`src/rtl/mcbm_pkg.sv`:
```
// Package for the multi-channel byte mailbox: default sizes, command and
// status codes, the input and result word types and the controller links.
// No dependencies.
`timescale 1ns / 1ps
`default_nettype none

package mcbm_pkg;

    localparam int NUM_MAILBOXES_DEF = 16;
    localparam int RING_BYTES_DEF    = 64;

    localparam int MAILBOX_W = 4;
    localparam int LENGTH_W  = 7;
    localparam int BYTE_W    = 8;

    typedef enum logic [1:0] {
        CMD_SEND_BEGIN = 2'd0,
        CMD_SEND_DATA  = 2'd1,
        CMD_RECEIVE    = 2'd2,
        CMD_CLOSE      = 2'd3
    } cmd_t;

    typedef enum logic [1:0] {
        STS_OK          = 2'd0,
        STS_FULL        = 2'd1,
        STS_EMPTY       = 2'd2,
        STS_NO_OPEN_TX  = 2'd3
    } status_t;

    typedef struct packed {
        cmd_t                 command;
        logic [MAILBOX_W-1:0] mailbox;
        logic [LENGTH_W-1:0]  length;
        logic [BYTE_W-1:0]    data_byte;
    } item_t;

    typedef struct packed {
        status_t             status;
        logic [BYTE_W-1:0]   data_byte_res;
        logic                last;
        logic                wake_receivers;
        logic                wake_senders;
    } result_t;

    // Controller to datapath.
    typedef struct packed {
        logic accept;
        logic exec;
        logic rd_step;
    } ctrl_cmd_t;

    // Datapath to controller.
    typedef struct packed {
        logic recv_go;
        logic rd_last;
    } dp_status_t;

    typedef enum logic [2:0] {
        ST_IDLE = 3'b001,
        ST_EXEC = 3'b010,
        ST_RECV = 3'b100
    } state_t;

endpackage

`default_nettype wire

```
`src/rtl/mcbm_ctrl.sv`:
```
// Controller state machine of the mailbox: sequences accept, execute and
// the byte read-out of a receive. Depends on mcbm_pkg.
`timescale 1ns / 1ps
`default_nettype none

module mcbm_ctrl
    import mcbm_pkg::*;
(
    input  wire logic       clk,
    input  wire logic       rst_n,
    input  wire logic       start,
    input  wire dp_status_t sts,
    output ctrl_cmd_t       cmd,
    output logic            busy
);

    state_t state_reg;
    state_t state_next;

    always_ff @(posedge clk or negedge rst_n)
    begin
        if (!rst_n)
        begin
            state_reg <= ST_IDLE;
        end
        else
        begin
            state_reg <= state_next;
        end
    end

    always_comb
    begin
        state_next = state_reg;
        unique case (state_reg)
            ST_IDLE:
            begin
                if (start)
                begin
                    state_next = ST_EXEC;
                end
            end
            ST_EXEC:
            begin
                state_next = sts.recv_go ? ST_RECV : ST_IDLE;
            end
            ST_RECV:
            begin
                if (sts.rd_last)
                begin
                    state_next = ST_IDLE;
                end
            end
            default:
            begin
                state_next = ST_IDLE;
            end
        endcase
    end

    assign busy        = (state_reg != ST_IDLE);
    assign cmd.accept  = (state_reg == ST_IDLE) && start;
    assign cmd.exec    = (state_reg == ST_EXEC);
    assign cmd.rd_step = (state_reg == ST_RECV);

endmodule

`default_nettype wire

```
`config.mk`:
```
export PLATFORM = sky130hd
export DESIGN_NAME = mcbm_ctrl
export DESIGN_NICKNAME = d
export VERILOG_FILES = /design/src/rtl/mcbm_pkg.sv /design/src/rtl/mcbm_ctrl.sv
export SDC_FILE = /design/constraint.sdc
export NUM_CORES = 1
export LEC_CHECK = 0
export BUFFER_PORTS_ARGS = -buffer_cell sky130_fd_sc_hd__buf_2
export CAP_MARGIN = 20
export CORE_AREA = 2 2 39 41
export CTS_CLUSTER_DIAMETER = 150
export DETAILED_ROUTE_END_ITERATION = 10
export DIE_AREA = 0 0 41 43
export GPL_ROUTABILITY_DRIVEN = 0
export PLACE_DENSITY_LB_ADDON = 0.3
export SYNTH_ARGS = -nofsm -noshare
export SYNTH_HDL_FRONTEND = slang
export SYNTH_SLANG_ARGS = --single-unit
```
`constraint.sdc`:
```
create_clock -name clk -period 1.3 [get_ports clk]
set_input_delay 0.065 -clock clk [delete_from_list [all_inputs] [get_ports clk]]
set_output_delay 0.065 -clock clk [all_outputs]
set_load 0.02 [all_outputs]
```
==> results of run 1 <==
==> worst max-delay path by stage <==
stage / slack (ns) / to / depth (start not counted) / startpoint
after floorplan: 0.17 / busy / 1 / state_reg[0]
after global placement: 0.13 / busy / 2 / state_reg[0]
after detailed placement: 0.13 / busy / 2 / state_reg[0]
after CTS: -0.04 / busy / 2 / state_reg[0]
final: -0.02 / busy / 2 / state_reg[0]
after global routing: -0.06 / cmd[2] / 3 / state_reg[0]
==> routing by layer <==
metal  wire length, microns  part of all wire (%)  vias to the layer above
met2                    146                    38                        9
met3                     51                    13                        0
met5                      0                     0                        -
li1                       -                     -                       75
met4                      0                     0                        0
met1                    188                    49                       64
==> logic make-up after synthesis <==
family	synth area share, %
and+or+nand+nor	50.8
DFF	49.2
==> power groups by stage <==
stage	registers, W	logic, W	clock network [W]
3_5_place_dp	0.000136	0.000135	0
2_1_floorplan	0.000138	0.0000795	0
5_1_grt	0.000141	0.000184	0.000178
4_1_cts	0.000136	0.000171	0.000173
3_3_place_gp	0.000134	0.000132	0
6_report	0.000136	0.000169	0.000161
==> area by class of cell <==
| cell class | count | area, sq um | area share [%] |
|---|---|---|---|
| Clock buffer | 4 | 26.3 | 9.59 |
| Multi-Input combinational cell | 9 | 81.3 | 29.7 |
| Sequential cell | 3 | 76.3 | 27.9 |
| Tap cell | 16 | 20.0 | 7.31 |
| Timing Repair Buffer | 10 | 70.1 | 25.6 |
==> timing repair <==
item | CTS | global route
endpoints found under the setup margin | 2 | 2
endpoints found under the hold margin | 3 | 0
pin swaps | 1 | 0
hold buffers | 1 | 0
gates resized for setup | 5 | 0
==> through the flow <==
step / worst slack, ns / setup TNS [ns]
2_1_floorplan: 0.173 / 0
3_3_place_gp: 0.133 / 0
3_5_place_dp: 0.127 / 0
4_1_cts: -0.0370 / -0.0614
5_1_grt: -0.0575 / -0.110
6_report: -0.0206 / -0.0233
==> worst max-delay path, stage by stage, from the launching register on <==
cell	delay, ns
dfstp_2	0.52
or3b_4	0.37
buf_6	0.14
==> layout by cell type, fill, tap and decap left out, types with 2 or more instances in the layout <==
cell type,count
and4bb_2,2
nor3b_1,2
dfrtp_1,2
buf_6,2
clkbuf_4,3
buf_2,6
==> results.cfg, run 1 <==
[synth]
synth_commonest_cells = 2 x and4bb_2, 2 x dfrtp_1, 2 x nor3b_1
synth_edf_count = 0
postSynthAreaPerCell_sq_um = 12.9
synthesis.nets = 17
netlist_area_sq_um = 155
seq_area_frac_synth_pct = 49.2
yosysWarningCount = 0
synth_cell_type_count = 9
synth_top_area_cell = dfrtp_1
synth.top_cells.by_area = dfrtp_1 32%, dfstp_2 17%, and4bb_2 16%
synth_flop_cell = dfrtp_1
syn_inst = 12
async_flop_share_pct = 100
synth_top_area_share_pct = 32.3
ys_ff_latch = 3

[sta]
max_freq_mhz = 757
period_share_pct = 102
min_period_ns = 1.32
setup_ws_ns = -0.0206
worstMarginPinSlew_ns = 0.344
rsz0062_at_grt = true
hold_violations = 0
finalHoldWorstSlack_ns = 0.154
relSlewSlack_pct = 76.7
slew_violations = 0
clock_skew_ns = 0.00160
finalSetupViolations = 2

[final_layout]
fin_area_sq_um = 274
final_util_pct = 19.8
diodes = 0
fin_nets = 32
area_growth_pct = 76.6
fillCellCount = 154
stdcell_count = 42
largest_reg_flops = 3
drive_gt1_share_pct = 65.4

[placed_design]
port_buffers = 8
dp_cells = 37
hpwlAfterDp_microns = 306
placed_area_sq_um = 223

[worst_setup_path]
crit_required_ns = 1.24
r2r_start = state_reg[0]
worstPathMaxFanout = 2
r2r_setup_slack_ns = 0.18
worstSetupStartpointType = flip-flop
reg2regPathDepth = 3
criticalPathCategory = reg2out
crit_path_end_kind = primary output
cp.arrival_ns = 1.26
r2r_end = state_reg[2]

[run_status]
violations = negative setup slack
status = finished with violations

[global_routing]
grt_use_total_pct = 6.24
use_met3_pct = 3.14
grt_max_degree = 8
antenna_found_initial = 0
grt.overflow.total = 0
grtUsageMet1_pct = 7.79
grt_pass1_vias = 176
grt_util_met2_pct = 7.19
grt_most_used_layer = met1
grt_pass1_wl_microns = 690

[worst_hold_path]
hold_path.class = in2async

[clock_tree]
ctsHtreeMaxLevel = 1
post_cts_buffers = 0
cts_buffer_depth = 2
insertion_delay_ns = 0.23
cts-root-buf = clkbuf_4
cts_tree = done
cts_buffers = 3
clkSinkCount = 3
clk_pin_slew_ns = 0.04

[power]
sequentialPowerShare_pct = 29.2
clkPwrFrac_pct = 34.6
vdd_ir_drop_max_v = 0.000626
p_sw_share_pct = 29.0
leakage_nw = 0.124
p_int_w = 0.000331
cellPowerDensity_nw_per_um2 = 1700
p_switching_w = 0.000135
total_power_w = 0.000466
combPwrFrac_pct = 36.2

[floorplan]
core-area_sq_um = 1380
ios = 9
rows = 14
dieHeight_microns = 43
die_w_microns = 41
initial_core_util_pct = 11.2
dieArea_sq_um = 1760

[detailed_routing]
wl_per_cell_microns = 9.19
initialDrtViolationCount = 3
final_antenna_net_count = 0
vias = 148
drt-pass1-iter-count = 2
viasPerCell = 3.52
drc = 0
drt_wl_total_microns = 386

[job]
drv_cap = 0
Power figures use the tool's default switching activity.
==> run 2: changes to the inputs <==
==> constraint.sdc (replaced) <==
create_clock -name clk -period 1.3 [get_ports clk]
set_input_delay 0.065 -clock clk [delete_from_list [all_inputs] [get_ports clk]]
set_output_delay 0.065 -clock clk [all_outputs]
set_load 0.01 [all_outputs]
==> run 2 against run 1 <==
Critical path type unchanged. The flow still finishes with violations (negative setup slack). Critical path depth stayed put. First-iteration DRC count stayed put. Power is 3.9% lower. Combinational power is 11% lower. Final area stayed put. Cell count stayed put.
==> results.cfg, run 2 (synthesis gave the netlist of run 1 again) <==
[job]
drv_cap = 0

[detailed_routing]
drt-pass1-iter-count = 2
viasPerCell = 3.79
drc = 0
final_antenna_net_count = 0
initialDrtViolationCount = 3
drt_wl_total_microns = 380
vias = 159
wl_per_cell_microns = 9.05

[global_routing]
use_met3_pct = 3.14
grtUsageMet1_pct = 6.49
grt_max_degree = 8
grt_util_met2_pct = 6.25
grt_most_used_layer = met1
grt_pass1_vias = 147
grt_pass1_wl_microns = 586
grt.overflow.total = 0
grt_use_total_pct = 5.54
antenna_found_initial = 0

[sta]
finalSetupViolations = 1
slew_violations = 0
clock_skew_ns = 0.000286
worstMarginPinSlew_ns = 0.322
relSlewSlack_pct = 78.2
setup_ws_ns = -0.0117
period_share_pct = 101
min_period_ns = 1.31
max_freq_mhz = 762
hold_violations = 0
finalHoldWorstSlack_ns = 0.155
rsz0062_at_grt = true

[worst_setup_path]
slowest_delay_ns = 0.52
cp_num_buf_inv = 1
worstSetupStartpointType = flip-flop
worstPathMaxFanout = 2
crit_path_end_kind = primary output
cp.arrival_ns = 1.25
crit_required_ns = 1.24
crit_family = flip-flops
crit_chain = or3b_4 -> buf_6
criticalPathCategory = reg2out
slowest_stage = dfstp_2

[floorplan]
dieArea_sq_um = 1760
core-area_sq_um = 1380
dieHeight_microns = 43
die_w_microns = 41
initial_core_util_pct = 11.2
rows = 14
ios = 9

[power]
cellPowerDensity_nw_per_um2 = 1630
vdd_ir_drop_max_v = 0.000340
p_int_w = 0.000330
p_sw_share_pct = 26.4
p_switching_w = 0.000118
clkPwrFrac_pct = 36.4
combPwrFrac_pct = 33.4
leakage_nw = 0.124
sequentialPowerShare_pct = 30.2

[placed_design]
port_buffers = 8
dp_cells = 36
dpl_worst_slack_ns = 0.0798
placed_area_sq_um = 215

[clock_tree]
cts_tree = done
cts_buffers = 3
cts_buffer_depth = 2
clk_pin_slew_ns = 0.04
clkSinkCount = 3
cts-root-buf = clkbuf_4
ctsHtreeMaxLevel = 1
insertion_delay_ns = 0.23

[final_layout]
fillCellCount = 157
final_common_cell = buf_2
diodes = 0
multi_input_comb_area_sq_um = 81.3
largest_reg_flops = 3
drive_gt1_share_pct = 65.4
final_cell_mix = 6 x buf_2, 3 x clkbuf_4
fin_nets = 32
stdcell_count = 42
fin_area_sq_um = 274
area.sequential_sq_um = 76.3
area_growth_pct = 76.6

[run_status]
violations = negative setup slack
status = finished with violations

[worst_hold_path]
hold_path.class = in2async
-- run 2: cell counts in the layout (fill, tap and decap cells not counted) --
Identical to the previous run, type by type.
-- run 2: cell type report --
type	count	share of cell area, %
flip-flops and latches	3	27.9
repair buffers	10	25.6
clock buffers	4	9.59
well taps	16	7.31
multi-input cells	9	29.7
-- run 2: worst paths after layout --
path / start / end / slack [ns] / cells past startpoint
worst max register to register: state_reg[0] / state_reg[2] / 0.18 / 3
worst min-delay path: rst_n / state_reg[1] / 0.16 / 2
worst max-delay path: state_reg[0] / busy / -0.01 / 2
worst min register to register: state_reg[2] / state_reg[0] / 0.70 / 2
min in group clk: start / state_reg[1] / 0.17 / 2
max in group asynchronous: rst_n / state_reg[0] / 0.95 / 2
-- run 2: metal layers --
layer | vias up | share of wire [%]
met5 | - | 0
met4 | 0 | 0
met3 | 0 | 15
met2 | 9 | 41
met1 | 73 | 44
li1 | 77 | -
-- run 2: power groups by stage --
stage	logic [W]	registers, W	clock network, W
floorplan	0.0000605	0.000138	0
global placement	0.0000927	0.000141	0
detailed placement	0.0000945	0.000145	0
CTS	0.000151	0.000135	0.000169
global route	0.000163	0.000139	0.000184
finish	0.000150	0.000135	0.000163
-- run 2: timing repair --
item / in CTS / in global routing
buffers inserted: 1 / 0
endpoints found under the hold margin: 3 / 0
setup endpoints to repair: 1 / 2
resized for setup: 3 / 0
hold buffers: 1 / 0
pin swaps: 1 / 0
-- run 2: stage by stage --
step / total power, W / utilization (%) / setup TNS, ns
detailed placement: 0.000239 / 15.6 / 0
global route: 0.000486 / 19.8 / -0.0860
finish: 0.000448 / 19.8 / -0.0117
CTS: 0.000455 / 19.8 / -0.0214
global placement: 0.000234 / 15.6 / 0
floorplan: 0.000199 / - / 0
